`src/sv/pbba_pkg.sv`:
```
// Shared types, constants and a helper function for the bucket allocator.
package pbba_pkg;

   localparam int NUM_ARENAS  = 16;
   localparam int ARENA_BYTES = 65536;
   localparam int BUCKETS     = 12;
   localparam int MIN_SHIFT   = 5;
   localparam int HDR_BYTES   = 16;
   localparam int ADDR_BITS   = 20;
   localparam int IDX_BITS    = ADDR_BITS - MIN_SHIFT;
   localparam int ARENA_SHIFT = $clog2(ARENA_BYTES);
   localparam int ARENA_BITS  = $clog2(NUM_ARENAS);
   localparam int SLOT_BITS   = ARENA_SHIFT - MIN_SHIFT;
   localparam int ARENA_FIT   = (1 << ADDR_BITS) / ARENA_BYTES;
   localparam int USE_MAX     = (NUM_ARENAS < ARENA_FIT) ? NUM_ARENAS : ARENA_FIT;
   localparam int BKT_BITS    = 4;
   localparam int CNT_BITS    = $clog2(NUM_ARENAS + 1);

   localparam logic [2:0] ST_OK      = 3'd0;
   localparam logic [2:0] ST_ZERO    = 3'd1;
   localparam logic [2:0] ST_LARGE   = 3'd2;
   localparam logic [2:0] ST_NOARENA = 3'd3;
   localparam logic [2:0] ST_NULL    = 3'd4;
   localparam logic [2:0] ST_BADADDR = 3'd5;

   localparam logic [1:0] OP_ALLOC = 2'd0;
   localparam logic [1:0] OP_FREE  = 2'd1;
   localparam logic [1:0] OP_DONE  = 2'd2;

   // Classified item handed from the front part to the back part.
   typedef struct packed {
      logic [1:0]          op;
      logic [2:0]          status;
      logic [BKT_BITS-1:0] bucket;
      logic [IDX_BITS-1:0] idx;
   } cmd_type;

   // Log2 size for a nonzero request: ceil(log2(size+16)); the caller clamps it and subtracts MIN_SHIFT.
   function automatic logic [5:0] size_log2(input logic [35:0] req);
      logic [36:0] m;
      logic [5:0]  lg;
      m  = {1'b0, req} + 37'(HDR_BYTES) - 37'd1;
      lg = 6'd0;
      for (int i = 0; i < 37; i++) begin
         if (m[i]) lg = 6'(i + 1);
      end
      return lg;
   endfunction

endpackage

```
`src/sv/pbba_front.sv`:
```
// Front part: accepts requests and classifies them into back-end commands.
module pbba_front import pbba_pkg::*; (
   input  logic                  clock,
   input  logic                  reset,
   input  logic                  req_push,
   output logic                  req_full,
   input  logic                  req_func,
   input  logic [35:0]           req_request_size,
   input  logic [19:0]           req_block_address,
   output logic                  cmd_valid,
   input  logic                  cmd_ready,
   output cmd_type               cmd,
   output logic [ARENA_BITS-1:0] arena_rd,
   input  logic [BKT_BITS-1:0]   arena_bkt,
   input  logic [CNT_BITS-1:0]   arenas_used,
   input  logic                  back_idle
);
   logic        valid_ff, valid_in;
   cmd_type     cmd_ff, cmd_in;
   logic [5:0]  lg;
   logic [19:0] hdr;
   logic [19:0] off;
   logic [19:0] mask;
   logic [BKT_BITS-1:0] bkt;
   logic        arena_ok;

   // hold new items until the back part has settled arena count and owners
   assign req_full  = valid_ff || !back_idle;
   assign cmd_valid = valid_ff;
   assign cmd       = cmd_ff;

   assign hdr      = req_block_address - 20'(HDR_BYTES);
   assign arena_rd = ARENA_BITS'(hdr >> ARENA_SHIFT);
   assign off      = hdr & 20'(ARENA_BYTES - 1);
   assign arena_ok = (32'(hdr >> ARENA_SHIFT) < 32'(arenas_used))
                     && (32'(hdr >> ARENA_SHIFT) < NUM_ARENAS);
   assign bkt      = arena_bkt;
   assign mask     = (20'd1 << (5'(bkt) + 5'(MIN_SHIFT))) - 20'd1;

   always_comb begin
      lg = size_log2(req_request_size);
      if (lg < 6'(MIN_SHIFT)) lg = 6'(MIN_SHIFT);
      cmd_in = '0;
      cmd_in.idx = IDX_BITS'(hdr >> MIN_SHIFT);
      if (!req_func) begin
         if (req_request_size == '0) begin
            cmd_in.op = OP_DONE;
            cmd_in.status = ST_ZERO;
         end else if ((lg - 6'(MIN_SHIFT)) >= 6'(BUCKETS) || lg > 6'(ARENA_SHIFT)) begin
            cmd_in.op = OP_DONE;
            cmd_in.status = ST_LARGE;
         end else begin
            cmd_in.op = OP_ALLOC;
            cmd_in.bucket = BKT_BITS'(lg - 6'(MIN_SHIFT));
         end
      end else begin
         if (req_block_address == '0) begin
            cmd_in.op = OP_DONE;
            cmd_in.status = ST_NULL;
         end else if (req_block_address < 20'(HDR_BYTES) || !arena_ok
                      || bkt >= BKT_BITS'(BUCKETS) || (off & mask) != '0) begin
            cmd_in.op = OP_DONE;
            cmd_in.status = ST_BADADDR;
         end else begin
            cmd_in.op = OP_FREE;
            cmd_in.bucket = bkt;
         end
      end
   end

   assign valid_in = (req_push && !req_full) ? 1'b1 : (cmd_ready ? 1'b0 : valid_ff);

   always_ff @(posedge clock) begin
      if (reset) valid_ff <= 1'b0;
      else       valid_ff <= valid_in;
      if (req_push && !req_full) cmd_ff <= cmd_in;
   end

   assert property (@(posedge clock) disable iff (reset)
      valid_ff && !cmd_ready |=> valid_ff && $stable(cmd_ff))
      else $error("front command dropped while stalled");
   assert property (@(posedge clock) disable iff (reset)
      valid_ff && cmd_ff.op == OP_DONE |-> cmd_ff.status != ST_OK)
      else $error("finished command without error status");
   assert property (@(posedge clock) disable iff (reset)
      valid_ff && cmd_ff.op != OP_DONE |-> cmd_ff.bucket < BKT_BITS'(BUCKETS))
      else $error("bucket out of range");
endmodule

```
`config.mk`:
```
export PLATFORM = sky130hd
export DESIGN_NAME = pbba_front
export DESIGN_NICKNAME = d
export VERILOG_FILES = /design/src/sv/pbba_pkg.sv /design/src/sv/pbba_front.sv
export SDC_FILE = /design/constraint.sdc
export NUM_CORES = 1
export LEC_CHECK = 0
export BUFFER_PORTS_ARGS = -buffer_cell sky130_fd_sc_hd__buf_2
export CAP_MARGIN = 0
export CORE_MARGIN = 5
export CORE_UTILIZATION = 45
export DETAILED_ROUTE_END_ITERATION = 12
export PLACE_DENSITY = 0.69
export SETUP_SLACK_MARGIN = 0.02
export SLEW_MARGIN = 5
export SYNTH_ARGS = -nofsm -noshare
export SYNTH_HDL_FRONTEND = slang
export SYNTH_SLANG_ARGS = --single-unit
export TNS_END_PERCENT = 5
```
`constraint.sdc`:
```
create_clock -name clock -period 13.4 [get_ports clock]
set_input_delay 2.68 -clock clock [delete_from_list [all_inputs] [get_ports clock]]
set_output_delay 2.68 -clock clock [all_outputs]
set_load 0.01 [all_outputs]
```
======== Word level (Yosys, flattened, before mapping) ========
Index checks and enable logic that the tools add are counted.
storage, ports and cells
  register bits after elaboration ......... 25
  input port bits ......................... 71
  output and inout bits ................... 30
  word-level logic and storage cells ...... 85
cells by class
  $add $sub $neg .......................... 6
  $lt $le $gt $ge ......................... 7
  shift operators ......................... 1
  multiplexer cells ....................... 51
  bitwise gates (word level) .............. 1
  reduce and logical (&&, ||, !) cells .... 14
operators by type and width
  operator                                                            number
  two-way mux 6 bit                                                   32
  adder 36 x 5 -> 37 bit (second input constant)                      1
  subtractor 37 x 1 -> 37 bit (second input constant)                 1
  zero test 36 bit                                                    1
  bitwise AND 16 x 20 -> 20 bit                                       1
  zero test 20 bit                                                    1
  < comparator 20 x 5 -> 1 bit (second input constant)                1
  nonzero test 20 bit                                                 1
  << shifter 1 x 5 -> 20 bit (first input constant)                   1
  subtractor 20 x 1 -> 20 bit (second input constant)                 1
  subtractor 20 x 5 -> 20 bit (second input constant)                 1
  two-way mux 4 bit                                                   4
  two-way mux 3 bit                                                   4
  two-way mux 2 bit                                                   5
  two-way mux 5 bit                                                   2
  two-way mux 9 bit                                                   1
  greater-or-equal comparator 6 x 4 -> 1 bit (second input constant)  1
  > comparator 6 x 5 -> 1 bit (second input constant)                 1
  < comparator 6 x 3 -> 1 bit (second input constant)                 1
  subtractor 6 x 3 -> 6 bit (second input constant)                   1
  adder 4 x 3 -> 5 bit (second input constant)                        1
  logical OR 1 bit                                                    5
  < comparator 4 x 5 -> 1 bit                                         1
  < comparator 4 x 5 -> 1 bit (second input constant)                 1
  5 further kinds                                                     10

======== Longest topological paths before layout ========
  depth in word-level cells ............... 47
  gate-level depth with buffers ........... 21

======== Worst setup path after synthesis ========
No wires, ideal clock.
  path kind ............................... input port to output port
  start ................................... input req_block_address[8]
  end ..................................... output arena_rd[3]
  data arrival time ....................... 4.351 ns
  path slack .............................. 6.369 ns
  cell stages on the path ................. 8
  path buffers ............................ 1
  cell sequence ........................... nor4_1 > nand2b_1 > nor2_1 > nand4bb_1 > or2_2 > nor4_1 > xor2_1 > buf_4
RTL lines
  what         RTL line          RTL
  from (decl)  pbba_front.sv:9   input logic [19:0] req_block_address,
  to (decl)    pbba_front.sv:13  output logic [ARENA_BITS-1:0] arena_rd,

======== Worst setup path after layout ========
  start ................................... input req_block_address[8]
  end ..................................... output arena_rd[3]
on the way
  longest elaborated chain between the ends .. 1
RTL lines
  what                         RTL line          RTL
  subtractor 20 x 5 -> 20 bit  pbba_front.sv:32  assign hdr = req_block_address - 20'(HDR_BYTES);
Every way passes these cells.

==> out/qor.txt <==
Worst Hold End: cmd_valid
Vias/cell: 6.32
Sequential element share of the synthesized area: 0.171
CP top delay family: simple AND/OR/NAND/NOR gates
Detailed Route WL: 13000 um
Unrepaired setup endpoints after global routing: false
Slowest cell on the critical path: nor4_1
Pwr dens: 49.9 nW/um^2
Synthesized area: 4330 um^2
Dominant cell type by area after synthesis: edfxtp_1
Setup violators final: 0
# Post-CTS Setup Buffers: 0
Top cells by area, synth: edfxtp_1 17%, nand2_1 4.5%, nor2_1 4.4%
Drt drc: 0
CP arrival: 4.80 ns
Crit path max fanout: 3
Largest net degree at the start of global routing: 26
Vias in the first global route: 4342
HP Start: cmd_valid
Worst path required time: 10.72 ns
Max-Cap Viols: 0
Share of the synthesized area in the top cell type: 0.167
Crit Reg-Reg Endpoint: cmd[6]
Cell count after synthesis: 589
CP Launch Type: input port
Fraction of layout cells with a size suffix above 1: 0.214
Worst skew pair latency: 0.27 ns
Core Area: 9330 um^2
Pwr Total: 239 uW
DR iter-0 viols: 586
Final TNS setup: 0 ns
Total CTS buffers: 3
Layout area overhead: 10.8%
Asr flop ratio synth: 0
Hold buffer count at cts: 0
Main synth FF type: edfxtp_1
EDFF count, synth: 24
Library cells used by synthesis: 85
Final Cycle Share: 0.558
Critical R2R Launch: cmd_valid
Io pins: 101
Worst-Margin Slew: 1.18 ns
CTS tree: built
Max clock buf depth: 2
Initial core utilization: 0.464
PostCTS Resize Cnt: 0
GRT overflow: 0
Num rows: 35
Avg Cell Area, Syn: 7.34 um^2
Status: finished, final reports clean
Clk sink count: 25
Per-cell routed wire length: 16.7 um
Clock skew: 0.00347 ns
Fin. Hold Viols: 0
Setup crit end kind: primary output
Max VDD drop: 0.0327 mV
Minimum clock period: 7.48 ns
Synthesis Warnings: 0
DR pass1 iterations: 6
Hold depth: 2
Rel. slew slack: 0.212
Initial antenna violation count: 0
GR Util All Layers: 0.211
Clock Pin Slew Worst Setup and Hold Paths: 0.09 ns
Worst R2R Setup Slack: 11.63 ns
Crit-path max cell delay: 0.44 ns
N_diodes: 0
H-tree levels: 1
Worst-case reg-to-reg path depth: 2
Static Leak: 0.00179 uW
Fin nets: 735
IO buf count: 100
Hold Crit Class: register to register
Syn Nets: 673
GPL Wtd Cong: 0.988
Register bit total from synthesis: 25
Fmax: 134 MHz
Root buffer cell: clkbuf_8
Final ANT Viol Nets: 0
Top-count cell post-synth: nand2_1
Fin. max-slew vios: 0
Die Span X: 108 um
Synth cell count leaders: 52 x nand2_1, 51 x nor2_1, 35 x a21oi_1, 34 x o21ai_0, 29 x inv_1
First-pass GRT wire length: 21100 um
DIE HEIGHT: 108 um
WP buf/inv: 2
Vias post-DR: 4924
Setup CP Type: input port to primary output
Die ar.: 11700 um^2
Critical path, cell by cell: buf_2 -> nor4_1 -> nand2b_1 -> nor2_1 -> nand4bb_1 -> or2_2 -> nor4_1 -> xor2_1 -> buf_2
DP HPWL: 10400 um
registers in the layout, indices dropped and copies added, names as in the netlist:
name,count
cmd,24
cmd_valid,1
cells in the final DEF (no fill, tap or decap), types with 12 or more instances in the layout:
cell      synthesis  final
buf_2            10    100
nand2_1          52     52
xor2_1           13     13
nand3_1          25     25
edfxtp_1         24     24
inv_1            29     29
nor2_1           51     50
o21ai_0          34     34
xnor2_1          12     12
a21oi_1          35     35
nand4_1          22     22
nor4_1           26     26
ha_1             13     13
nor3_1           20     20
cell families after synthesis:
| family | count (synthesis) | share of synthesized area |
|---|---|---|
| multiplexers | 3 | 0.00723 |
| adder cells (fa/ha/maj) | 15 | 0.0422 |
| AO/OA/AOI/OAI | 167 | 0.264 |
| flip-flops | 25 | 0.171 |
| buffers and inverters | 72 | 0.0824 |
| XOR/XNOR | 25 | 0.0506 |
| AND/OR/NAND/NOR | 282 | 0.382 |
worst max-delay path by stage:
stage	slack [ns]	startpoint	depth (start not counted)	endpoint
floorplan	6.37	req_block_address[8]	8	arena_rd[3]
global placement	5.99	req_block_address[8]	9	arena_rd[3]
detailed placement	5.93	req_block_address[8]	9	arena_rd[3]
CTS	5.93	req_block_address[8]	9	arena_rd[3]
global route	5.78	req_block_address[8]	7	arena_rd[2]
finish	5.92	req_block_address[8]	9	arena_rd[3]
through the flow:
step | setup slack (ns) | cell area (um^2) | hold WS [ns] | utilization | cells
after global routing | 5.78 | 4790 | 0.575 | 0.514 | 779
final | 5.92 | 4790 | 0.521 | 0.514 | 779
after CTS | 5.93 | 4790 | 0.527 | 0.514 | 779
after global placement | 5.99 | 4740 | 0.486 | 0.508 | 775
after floorplan | 6.37 | 4330 | 0.532 | - | 589
after detailed placement | 5.93 | 4740 | 0.509 | 0.508 | 775
layout make-up:
type | instances | area, um^2
clock buffer | 3 | 41.3
clock inverter | 1 | 8.76
fill | 913 | 4540
inverter | 29 | 109
multi-input combinational | 492 | 3230
sequential | 25 | 741
tap | 129 | 161
timing repair buffer | 100 | 500
worst register-to-register path, delay by kind of cell, from the launching register on:
kind,cells,cell delay [ns]
and+or+nand+nor,2,1.05
DFF,1,0.33
layer usage:
layer / wire length, um / global-route usage / part of all wire
met5: 0 / 0 / 0
met4: 119 / 0.0379 / 0.0091
met3: 1250 / 0.0203 / 0.096
met2: 5840 / 0.331 / 0.45
met1: 5810 / 0.317 / 0.45
where the power goes:
part           internal (uW)  leakage, uW  switching [uW]
clock                   21.8    0.0000261            24.7
combinational           37.6      0.00152            64.8
sequential              89.4     0.000236           0.773
total                    149      0.00179            90.3
Power figures use the tool's default switching activity.
